===== src/brl_pkg.sv =====
// Shared types and constants for the byte rate limiter.
// Holds field widths, operation and status codes, and the constant-multiply term table.
// No dependencies.
`default_nettype none

package brl_pkg;

    localparam int RATE_W     = 41;   // signed rate register
    localparam int DIV_W      = 40;   // magnitude of a non-negative rate
    localparam int BYTES_W    = 40;
    localparam int TMO_W      = 32;
    localparam int TMO_US_W   = 42;   // timeout_ms * 1000
    localparam int OUT_TIME_W = 62;   // width of the time ports
    localparam int PROD_W     = 60;   // xfer_bytes * 1,000,000

    localparam int PADDR_W = 4;
    localparam int PDATA_W = 64;
    localparam logic [PADDR_W-4:0] REG_RATE = '0;

    typedef logic [1:0] t_func;
    typedef logic [1:0] t_status;

    localparam t_func FN_CONSUME = 2'd0;
    localparam t_func FN_CHECK   = 2'd1;
    localparam t_func FN_ACQUIRE = 2'd2;

    localparam t_status ST_GRANTED  = 2'd0;
    localparam t_status ST_WAITING  = 2'd1;
    localparam t_status ST_TIMEOUT  = 2'd2;
    localparam t_status ST_CONSUMED = 2'd3;

    // 1,000,000 = 2^20 - 2^16 + 2^14 + 2^9 + 2^6. The accumulator starts at
    // bytes << MUL_TOP_SHIFT and adds or subtracts one remaining term per cycle.
    localparam int MUL_TOP_SHIFT = 20;
    localparam int MUL_TERMS     = 4;
    localparam int TERM_W        = 2;
    localparam logic [4:0] MUL_SHIFT [MUL_TERMS] = '{5'd16, 5'd14, 5'd9, 5'd6};
    localparam logic [MUL_TERMS-1:0] MUL_SUB = 4'b0001;   // bit i set: subtract term i

    localparam int CNT_W = 6;   // counts the quotient bits of the divider

endpackage

`default_nettype wire


===== src/byte_rate_limiter_unit.sv =====
// Byte rate limiter: virtual-clock throttle with consume, check and acquire-poll operations.
// Uses brl_pkg for widths and codes; the consume delay comes from a bit-serial divider.
// Check and acquire poll go from evaluate straight to result load; a consume with a
// positive rate runs evaluate, 4 multiply steps, 60 divide steps at one quotient bit per
// cycle, saturate and result load.
// One item is in work at a time: a new item is taken only once the previous result is
// loaded and the unit is back in idle. Reset (synchronous, active low) sets the
// rate to -1 (throttling off), clears the next-allowed time, deadline and pending flag.
`default_nettype none

module byte_rate_limiter_unit #(
    parameter int TIME_BITS = 62
) (
    input  wire logic                                i_clk,
    input  wire logic                                i_rst_n,

    input  wire logic                                i_in_valid,
    output      logic                                o_in_stall,
    input  wire logic [1:0]                          i_func,
    input  wire logic [brl_pkg::OUT_TIME_W-1:0]      i_now_us,
    input  wire logic [brl_pkg::BYTES_W-1:0]         i_xfer_bytes,
    input  wire logic [brl_pkg::TMO_W-1:0]           i_timeout_ms,

    output      logic                                o_out_valid,
    input  wire logic                                i_out_stall,
    output      logic [1:0]                          o_status,
    output      logic [brl_pkg::OUT_TIME_W-1:0]      o_next_allowed_us,

    input  wire logic                                psel,
    input  wire logic                                penable,
    input  wire logic                                pwrite,
    input  wire logic [brl_pkg::PADDR_W-1:0]         paddr,
    input  wire logic [brl_pkg::PDATA_W-1:0]         pwdata,
    output      logic [brl_pkg::PDATA_W-1:0]         prdata,
    output      logic                                pready
);

    localparam int TB   = TIME_BITS;
    localparam int DL_W = ((TB > brl_pkg::TMO_US_W) ? TB : brl_pkg::TMO_US_W) + 1;
    localparam int SW   = (TB > brl_pkg::PROD_W) ? TB : brl_pkg::PROD_W;

    localparam logic [2:0] S_IDLE   = 3'd0;
    localparam logic [2:0] S_EVAL   = 3'd1;
    localparam logic [2:0] S_MUL    = 3'd2;
    localparam logic [2:0] S_DIV    = 3'd3;
    localparam logic [2:0] S_SAT    = 3'd4;
    localparam logic [2:0] S_RESULT = 3'd5;

    logic [2:0]                        r_state, n_state;
    brl_pkg::t_func                    r_func;
    logic [TB-1:0]                     r_now;
    logic [brl_pkg::BYTES_W-1:0]       r_bytes;
    logic [brl_pkg::TMO_W-1:0]         r_tmo;
    logic [brl_pkg::RATE_W-1:0]        r_rate;
    logic [TB-1:0]                     r_next, n_next;
    logic [DL_W-1:0]                   r_deadline, n_deadline;
    logic                              r_pending, n_pending;
    logic [TB-1:0]                     r_base, n_base;
    logic [brl_pkg::PROD_W-1:0]        r_acc, n_acc;
    logic [brl_pkg::DIV_W-1:0]         r_rem, n_rem;
    logic [brl_pkg::CNT_W-1:0]         r_cnt, n_cnt;
    logic [brl_pkg::TERM_W-1:0]        r_term, n_term;
    brl_pkg::t_status                  r_status, n_status;
    logic                              r_out_valid, n_out_valid;
    brl_pkg::t_status                  r_out_status, n_out_status;
    logic [brl_pkg::OUT_TIME_W-1:0]    r_out_next, n_out_next;

    logic                              in_accept;
    logic                              cfg_write;
    logic                              throttle_off;
    logic                              now_gt_next;
    logic [brl_pkg::TMO_US_W-1:0]      tmo_x;
    logic [brl_pkg::TMO_US_W-1:0]      tmo_us;
    logic [DL_W-1:0]                   new_deadline;
    logic [DL_W-1:0]                   eff_deadline;
    logic                              now_ge_deadline;
    logic [brl_pkg::PROD_W-1:0]        mul_term;
    logic [brl_pkg::DIV_W:0]           div_trial;
    logic [brl_pkg::DIV_W:0]           div_divisor;
    logic [brl_pkg::DIV_W:0]           div_diff;
    logic                              div_ge;
    logic [TB-1:0]                     sat_gap;
    logic                              sat_hit;
    logic [TB-1:0]                     sat_sum;

    assign in_accept    = i_in_valid && !o_in_stall;
    assign cfg_write    = psel && penable && pwrite && pready;
    assign throttle_off = r_rate[brl_pkg::RATE_W-1];

    assign o_in_stall        = (r_state != S_IDLE);
    assign o_out_valid       = r_out_valid;
    assign o_status          = r_out_status;
    assign o_next_allowed_us = r_out_next;

    assign pready = 1'b1;
    assign prdata = (paddr[brl_pkg::PADDR_W-1:3] == brl_pkg::REG_RATE)
                  ? brl_pkg::PDATA_W'($signed(r_rate)) : '0;

    // Acquire deadline: timeout_ms * 1000 as 1024 - 16 - 8.
    assign tmo_x           = brl_pkg::TMO_US_W'(r_tmo);
    assign tmo_us          = (tmo_x << 10) - (tmo_x << 4) - (tmo_x << 3);
    assign new_deadline    = DL_W'(r_now) + DL_W'(tmo_us);
    assign eff_deadline    = r_pending ? r_deadline : new_deadline;
    assign now_ge_deadline = (DL_W'(r_now) >= eff_deadline);
    assign now_gt_next     = (r_now > r_next);

    assign mul_term = brl_pkg::PROD_W'(r_bytes) << brl_pkg::MUL_SHIFT[r_term];

    // Restoring division, one quotient bit per cycle shifted into the accumulator.
    assign div_trial   = {r_rem, r_acc[brl_pkg::PROD_W-1]};
    assign div_divisor = {1'b0, r_rate[brl_pkg::DIV_W-1:0]};
    assign div_diff    = div_trial - div_divisor;
    assign div_ge      = (div_trial >= div_divisor);

    // The room left below the all-ones time is simply the inverted base.
    assign sat_gap = ~r_base;
    assign sat_hit = (SW'(r_acc) >= SW'(sat_gap));
    assign sat_sum = r_base + TB'(r_acc);

    always_comb begin
        n_state      = r_state;
        n_next       = r_next;
        n_deadline   = r_deadline;
        n_pending    = r_pending;
        n_base       = r_base;
        n_acc        = r_acc;
        n_rem        = r_rem;
        n_cnt        = r_cnt;
        n_term       = r_term;
        n_status     = r_status;
        n_out_valid  = r_out_valid && i_out_stall;
        n_out_status = r_out_status;
        n_out_next   = r_out_next;

        case (r_state)
            S_IDLE: begin
                if (in_accept) begin
                    n_state = S_EVAL;
                end
            end
            S_EVAL: begin
                n_state = S_RESULT;
                case (r_func)
                    brl_pkg::FN_CONSUME: begin
                        n_status = brl_pkg::ST_CONSUMED;
                        if (!throttle_off) begin
                            if (r_rate == '0) begin
                                n_next = '1;
                            end else begin
                                n_base  = now_gt_next ? r_now : r_next;
                                n_acc   = brl_pkg::PROD_W'(r_bytes) << brl_pkg::MUL_TOP_SHIFT;
                                n_rem   = '0;
                                n_term  = '0;
                                n_cnt   = brl_pkg::CNT_W'(brl_pkg::PROD_W - 1);
                                n_state = S_MUL;
                            end
                        end
                    end
                    brl_pkg::FN_ACQUIRE: begin
                        if (throttle_off) begin
                            n_pending = 1'b0;
                            n_status  = brl_pkg::ST_GRANTED;
                        end else begin
                            if (!r_pending) begin
                                n_deadline = new_deadline;
                            end
                            if (now_gt_next) begin
                                n_pending = 1'b0;
                                n_status  = brl_pkg::ST_GRANTED;
                            end else if (now_ge_deadline) begin
                                n_pending = 1'b0;
                                n_status  = brl_pkg::ST_TIMEOUT;
                            end else begin
                                n_pending = 1'b1;
                                n_status  = brl_pkg::ST_WAITING;
                            end
                        end
                    end
                    default: begin
                        // Check, and the unused code that acts as check.
                        n_status = (throttle_off || now_gt_next)
                                 ? brl_pkg::ST_GRANTED : brl_pkg::ST_WAITING;
                    end
                endcase
            end
            S_MUL: begin
                n_acc  = brl_pkg::MUL_SUB[r_term] ? (r_acc - mul_term) : (r_acc + mul_term);
                n_term = r_term + 1'b1;
                if (r_term == brl_pkg::TERM_W'(brl_pkg::MUL_TERMS - 1)) begin
                    n_state = S_DIV;
                end
            end
            S_DIV: begin
                n_rem = div_ge ? div_diff[brl_pkg::DIV_W-1:0] : div_trial[brl_pkg::DIV_W-1:0];
                n_acc = {r_acc[brl_pkg::PROD_W-2:0], div_ge};
                n_cnt = r_cnt - 1'b1;
                if (r_cnt == '0) begin
                    n_state = S_SAT;
                end
            end
            S_SAT: begin
                n_next  = sat_hit ? '1 : sat_sum;
                n_state = S_RESULT;
            end
            S_RESULT: begin
                if (!r_out_valid || !i_out_stall) begin
                    n_out_valid  = 1'b1;
                    n_out_status = r_status;
                    n_out_next   = brl_pkg::OUT_TIME_W'(r_next);
                    n_state      = S_IDLE;
                end
            end
            default: begin
                n_state = S_IDLE;
            end
        endcase
    end

    always_ff @(posedge i_clk) begin
        if (!i_rst_n) begin
            r_state     <= S_IDLE;
            r_rate      <= '1;
            r_next      <= '0;
            r_deadline  <= '0;
            r_pending   <= 1'b0;
            r_out_valid <= 1'b0;
        end else begin
            r_state     <= n_state;
            r_next      <= n_next;
            r_deadline  <= n_deadline;
            r_pending   <= n_pending;
            r_out_valid <= n_out_valid;
            if (cfg_write && (paddr[brl_pkg::PADDR_W-1:3] == brl_pkg::REG_RATE)) begin
                r_rate <= pwdata[brl_pkg::RATE_W-1:0];
            end
        end
    end

    always_ff @(posedge i_clk) begin
        if (in_accept) begin
            r_func  <= i_func;
            r_now   <= TB'(i_now_us);
            r_bytes <= i_xfer_bytes;
            r_tmo   <= i_timeout_ms;
        end
        r_base       <= n_base;
        r_acc        <= n_acc;
        r_rem        <= n_rem;
        r_cnt        <= n_cnt;
        r_term       <= n_term;
        r_status     <= n_status;
        r_out_status <= n_out_status;
        r_out_next   <= n_out_next;
    end

endmodule

`default_nettype wire


===== config.mk =====
export PLATFORM = sky130hd
export DESIGN_NAME = byte_rate_limiter_unit
export DESIGN_NICKNAME = d
export VERILOG_FILES = /design/src/brl_pkg.sv /design/src/byte_rate_limiter_unit.sv
export SDC_FILE = /design/constraint.sdc
export NUM_CORES = 2
export LEC_CHECK = 0
export ABC_CLOCK_PERIOD_IN_PS = 8300
export BUFFER_PORTS_ARGS = -buffer_cell sky130_fd_sc_hd__buf_2
export CORE_MARGIN = 1
export CORE_UTILIZATION = 60
export DETAILED_ROUTE_END_ITERATION = 6
export PLACE_DENSITY_LB_ADDON = 0.15
export SYNTH_ARGS = -nofsm -noshare
export SYNTH_HDL_FRONTEND = slang
export SYNTH_SLANG_ARGS = --single-unit

===== constraint.sdc =====
create_clock -name i_clk -period 8.3 [get_ports i_clk]
set_clock_uncertainty 0.05 [all_clocks]
set_input_delay 0.83 -clock i_clk [delete_from_list [all_inputs] [get_ports i_clk]]
set_output_delay 0.83 -clock i_clk [all_outputs]
set_load 0.02 [all_outputs]

### Word-level counts from Yosys, hierarchy flattened

Index checks and enable logic that the tools add are counted.

| word-level totals | value |
|---|---|
| flip-flop bits (word level) | 543 |

| cells by class | value |
|---|---|
| add/subtract/negate cells | 9 |
| $lt $le $gt $ge | 6 |
| equality and inequality tests | 15 |
| shift operators | 1 |
| mux-type cells | 49 |
| bitwise gates (word level) | 5 |
| reduce and logical (&&, ||, !) cells | 28 |

Operators by type and width:

| kind | count |
|---|---|
| $mux W62 | 5 |
| $mux W60 | 4 |
| $pmux W60 S3 | 1 |
| $mux W40 | 4 |
| $pmux W62 S2 | 1 |
| $pmux W40 S2 | 1 |
| $mux W64 | 1 |
| $add A62 B42 Y63 | 1 |
| $ge A62 B63 Y1 | 1 |
| $mux W63 | 1 |
| $add A62 B60 Y62 | 1 |
| $ge A60 B62 Y1 | 1 |
| $gt A62 B62 Y1 | 1 |
| $not A62 Y62 | 1 |
| $add A60 B60 Y60 | 1 |
| $shl A40 B5 Y60 | 1 |
| $sub A60 B60 Y60 | 1 |
| $sub A42 B35 Y42 | 1 |
| $sub A42 B36 Y42 | 1 |
| $ge A41 B40 Y1 | 1 |
| $logic_not A41 Y1 | 1 |
| $sub A40 B40 Y40 | 1 |
| $reduce_and A4 Y1 | 6 |
| $mux W3 | 7 |
| 31 further kinds | 68 |

### Logic depth before layout (Yosys ltp)

| depth | value |
|---|---|
| depth in word-level cells | 9 |
| depth in mapped cells | 37 |
| depth with buffers taken out | 36 |

### Worst setup path after synthesis

Ideal clock, no wire load.

| timing | value |
|---|---|
| kind | register to register |
| start | register r_state[0] |
| end | register r_bytes[0] (netlist name), enable pin |
| setup time | 0.634 ns |
| arrival time | 6.807 ns |
| slack | 0.810 ns |
| stages on the path, launching flop included | 5 |
| buffers on the path | 2 |
| clock period less this slack | 7.490 ns |
| cell sequence | dfxtp_1 clkbuf_1 clkbuf_1 or3_1 nor2_1 |

| on the way | value |
|---|---|
| cells in the longest elaborated chain, start to end | 3 |

RTL lines:

| item | line | text |
|---|---|---|
| from (decl) | byte_rate_limiter_unit.sv:49 | `logic [2:0] r_state, n_state;` |
| from (signal assigned) | byte_rate_limiter_unit.sv:228 | `r_state <= n_state;` |
| $reduce_bool A3 Y1 | byte_rate_limiter_unit.sv:90 | `assign o_in_stall = (r_state != S_IDLE);` |
| named net o_in_stall | byte_rate_limiter_unit.sv:18 | `output logic o_in_stall,` |
| $logic_not A1 Y1 | byte_rate_limiter_unit.sv:86 | `assign in_accept = i_in_valid && !o_in_stall;` |
| $logic_and A1 B1 Y1 | byte_rate_limiter_unit.sv:86 |  |
| named net in_accept | byte_rate_limiter_unit.sv:68 | `logic in_accept;` |
| to (signal assigned) | byte_rate_limiter_unit.sv:243 | `r_bytes <= i_xfer_bytes;` |
| to (decl) | byte_rate_limiter_unit.sv:52 | `logic [brl_pkg::BYTES_W-1:0] r_bytes;` |

The timed path passes the listed nets, and every way through them passes these cells.
A chain may end at the register's enable or synchronous reset.

### Final worst setup path

| timing | value |
|---|---|
| start | register r_tmo[6] (netlist name) |
| end | register r_status[0], data pin |

| on the way | value |
|---|---|
| cells in the longest elaborated chain, start to end | 9 |

RTL lines:

| item | line | text |
|---|---|---|
| from (decl) | byte_rate_limiter_unit.sv:53 | `logic [brl_pkg::TMO_W-1:0] r_tmo;` |
| from (signal assigned) | byte_rate_limiter_unit.sv:244 | `r_tmo <= i_timeout_ms;` |
| $sub A42 B36 Y42 | byte_rate_limiter_unit.sv:101 | `assign tmo_us = (tmo_x << 10) - (tmo_x << 4) - (tmo_x << 3);` |
| $sub A42 B35 Y42 * | byte_rate_limiter_unit.sv:101 |  |
| $add A62 B42 Y63 * | byte_rate_limiter_unit.sv:102 | `assign new_deadline = DL_W'(r_now) + DL_W'(tmo_us);` |
| $mux W63 * | -- |  |
| $ge A62 B63 Y1 * | byte_rate_limiter_unit.sv:104 | `assign now_ge_deadline = (DL_W'(r_now) >= eff_deadline);` |
| $mux W2 * | byte_rate_limiter_unit.sv:170 | `end else if (now_ge_deadline) begin` |
| $mux W2 * | byte_rate_limiter_unit.sv:167 | `if (now_gt_next) begin` |
| $mux W2 * | byte_rate_limiter_unit.sv:160 | `if (throttle_off) begin` |
| $pmux W2 S2 * | byte_rate_limiter_unit.sv:143 | `case (r_func)` |
| to (signal assigned) | byte_rate_limiter_unit.sv:251 | `r_status <= n_status;` |
| to (decl) | byte_rate_limiter_unit.sv:63 | `brl_pkg::t_status r_status, n_status;` |

Every way passes the cells marked *; elsewhere a longest branch is shown, timed or not.

==> impl_metrics.csv <==
group,metric,value,unit
outcome,outcome,"finished with violations",
outcome,violations,"DRC",
timing,tns,0,ns
hold_path,hold_class,"input pin to flop",
cts,cts_tree,"yes",
timing,clock.fmax,0.126,GHz
floorplanning,die-area,0.0733,mm^2
yosys,synth_nets,5407,
yosys,ys.flop_type,"edfxtp_1",
routing,dr_wl_met3,10100,um
setup_path,r2r_start,"r_tmo[6]",
global_routing,grt_usage,0.344,
floorplanning,io_pins,342,
placement,gp_congestion,0.969,
final_layout,utilization,0.671,
pwr,power,0.0115,W
final_layout,regArea,0.0146,mm^2
routing,routed_wl,131000,um
final_layout,final_cell_mix,"a21oi_1, nand2_1, ha_1, edfxtp_1, nor2_1",
routing,dr_wl_met2,59100,um
placement,portBuffers,314,
setup_path,critPathMaxFanout,7,
cts,cts_buffer_depth,3,
hold_path,min-delay-start,"i_now_us[35]",
global_routing,antenna_found_initial,5,
yosys,async_reset_ff_frac,0,
run,cap_violations,0,
global_routing,grt_overflow,0,
placement,dpl.hpwl,98000,um
hold_path,hold_depth,1,
setup_path,start_kind,"flop",
cts,cts-buffers-inserted,61,
cts,cts_root_buffer,"clkbuf_16",
final_layout,area_growth,10.7,%
final_layout,drive_above_1_share,0.141,
hold_path,min_to,"r_now[35]",
yosys,ys_seq_area_frac,0.337,
yosys,synth_area,0.0433,mm^2
routing,wl_per_cell,21.8,um
pwr,cell_internal_pwr,0.00706,W
yosys,avgSynthCellArea,9.04,um^2
final_layout,layout.nets,5600,
setup_path,r2r_slack,0.33,ns
pwr,seqPwrFrac,0.290,
timing,slew_headroom,0.221,
setup_path,crit-reg2reg-capture,"r_status[0]",
timing,final_max_slew_viol_count,0,
routing,drt_iter0_markers,3763,
setup_path,cp-startpoint,"r_tmo[6]",
timing,holdWs,0.291,ns
global_routing,grt_first_pass_wirelength,199000,um
yosys,synth_enable_flop_cells,372,
pwr,p_leak,20.2,nW
global_routing,grt_pass1_vias,35600,
cts,clk_pin_slew_worst_paths,0.07,ns
routing,num_vias,38200,
cts,insertion_delay,0.66,ns
setup_path,crit_path_top_delay_cell,"fa_1",
yosys,ys_ff_latch,543,
routing,detail_route.vias_per_cell,6.38,
timing,setup_viol,0,
floorplanning,start_util,0.606,
setup_path,end_kind,"flop",
routing,drt-pass1-iter-count,7,
setup_path,cpPeakStageDelay,0.50,ns
timing,worst_slack,0.333,ns
final_layout,multi_input_area,0.0269,mm^2
routing,wl_met1,55900,um
pwr,pwr-share-comb,0.453,
routing,drc,15,
pwr,p_sw_frac,0.388,
floorplanning,rows,98,
final_layout,final_common_cell,"a21oi_1",
cts,cts_sinks,543,
setup_path,ff2ff_path_depth,34,
setup_path,worstPathArrival,8.31,ns
timing,hold_viol_final,0,
floorplanning,fp.dieH,271,um
pwr,p_per_area,241,mW/mm^2
cts,htree_num_levels,2,
pwr,ir_worst_vdd,0.000204,V
final_layout,n_fill_cell,5874,
timing,max_slew.worst_pin.slew,1.16,ns
timing,fin_crit_sh,0.960,
timing,timing.final.crit_period,7.97,ns
yosys,ys_types,104,
floorplanning,die_w,271,um
global_routing,grt_max_degree,91,
yosys,synth_cells,4790,
routing,drtAntennaViolNets,0,
routing,top_layer_used,"met5",
setup_path,cp.required,8.64,ns
pwr,clockPowerShare,0.256,
placement,post-place-ws,-0.260,ns
floorplanning,coreArea,0.0715,mm^2
yosys,yosysWarnings,0,
setup_path,critical_path_class,"flop to flop",
pwr,netSwitchingPower,0.00448,W
==> synth_stat cells, types with 47 or more instances <==
library cell | number | area [um^2]
nor2b_1 | 47 | 294
nand4_1 | 83 | 519
xor2_1 | 101 | 885
and3_1 | 54 | 338
o21ai_0 | 334 | 1670
mux2i_1 | 116 | 1160
a211oi_1 | 76 | 571
xnor2_1 | 157 | 1380
nand2b_1 | 48 | 300
clkbuf_1 | 193 | 724
nor3_1 | 67 | 335
edfxtp_1 | 372 | 11200
inv_1 | 237 | 890
dfxtp_1 | 171 | 3420
o211ai_1 | 75 | 563
a21oi_1 | 441 | 2210
nand3_1 | 107 | 536
mux2_2 | 73 | 822
a21o_1 | 191 | 1430
nor2_1 | 355 | 1330
nand2_1 | 421 | 1580
ha_1 | 377 | 4720
==> per-stage QoR <==
step | std cells | instance area (um^2)
floorplan | 4790 | 43300
global placement | 5856 | 45500
detailed placement | 5856 | 45500
CTS | 5972 | 47700
global route | 5986 | 48000
finish | 5987 | 48000
==> power groups by stage <==
| stage | sequential, W | combinational [W] | clock [W] |
|---|---|---|---|
| global placement | 0.00340 | 0.00496 | 0 |
| finish | 0.00335 | 0.00523 | 0.00296 |
| detailed placement | 0.00340 | 0.00502 | 0 |
| CTS | 0.00334 | 0.00507 | 0.00299 |
| floorplan | 0.00328 | 0.00389 | 0 |
| global route | 0.00336 | 0.00581 | 0.00309 |
==> logic make-up (layout without fill, tap and decap cells) <==
kind of cell | after synthesis | count (layout) | share of synthesized area
other | 1 | 2 | 0.0000866
muxes | 241 | 241 | 0.0730
AOI/OAI and AO/OA | 1480 | 1480 | 0.218
adders and majority gates | 406 | 406 | 0.122
buffers and inverters | 498 | 744 | 0.0469
DFF | 543 | 543 | 0.337
xor gates and xnor gates | 258 | 258 | 0.0522
and+or+nand+nor | 1363 | 1363 | 0.151
==> worst max path at each step <==
stage | endpoint | cells past startpoint | slack (ns)
floorplan | r_bytes[0] | 4 | 0.81
global placement | r_status[0] | 33 | 0.009
detailed placement | r_status[0] | 32 | -0.26
CTS | r_status[0] | 33 | 0.04
global route | r_status[1] | 32 | -0.06
finish | r_status[0] | 34 | 0.33
==> state kept, by name, indices dropped and copies added (netlist names) <==
register           cells
r_next                62
r_rem                 40
o_next_allowed_us     62
o_status               2
r_pending              1
r_state                3
r_term                 2
r_func                 2
r_rate                41
r_cnt                  6
r_now                 62
r_acc                 60
r_status               2
r_bytes               40
r_tmo                 32
o_out_valid            1
r_deadline            63
r_base                62
==> timing repair <==
| item | in CTS | in global routing |
|---|---|---|
| pin swaps | 0 | 11 |
| hold buffers | 0 | 0 |
| buffers inserted | 0 | 14 |
| resized for setup | 3 | 29 |
| setup endpoints to repair | 3 | 3 |
==> final cells by class <==
type,count,area share
inverters,239,0.0187
multi-input cells,3749,0.561
well taps,950,0.0248
clock buffers,86,0.0377
diodes,1,0.0000522
clock inverters,30,0.00845
flip-flops and latches,543,0.304
repair buffers,389,0.0448
==> critical path, delay by kind of cell (launching register included) <==
kind	cells	cell delay [ns]
xor gates and xnor gates	2	0.33
AOI/OAI and AO/OA	14	2.74
DFF	1	0.44
adders and majority gates	4	1.46
and+or+nand+nor	8	1.81
buffers and inverters	5	0.72
muxes	1	0.13
==> metal layers <==
layer	up-vias	global-route usage
li1	18100	-
met4	6	0.139
met3	334	0.0555
met5	-	0
met1	18100	0.467
met2	1554	0.548
No activity file was read; power rests on OpenSTA's default activity.
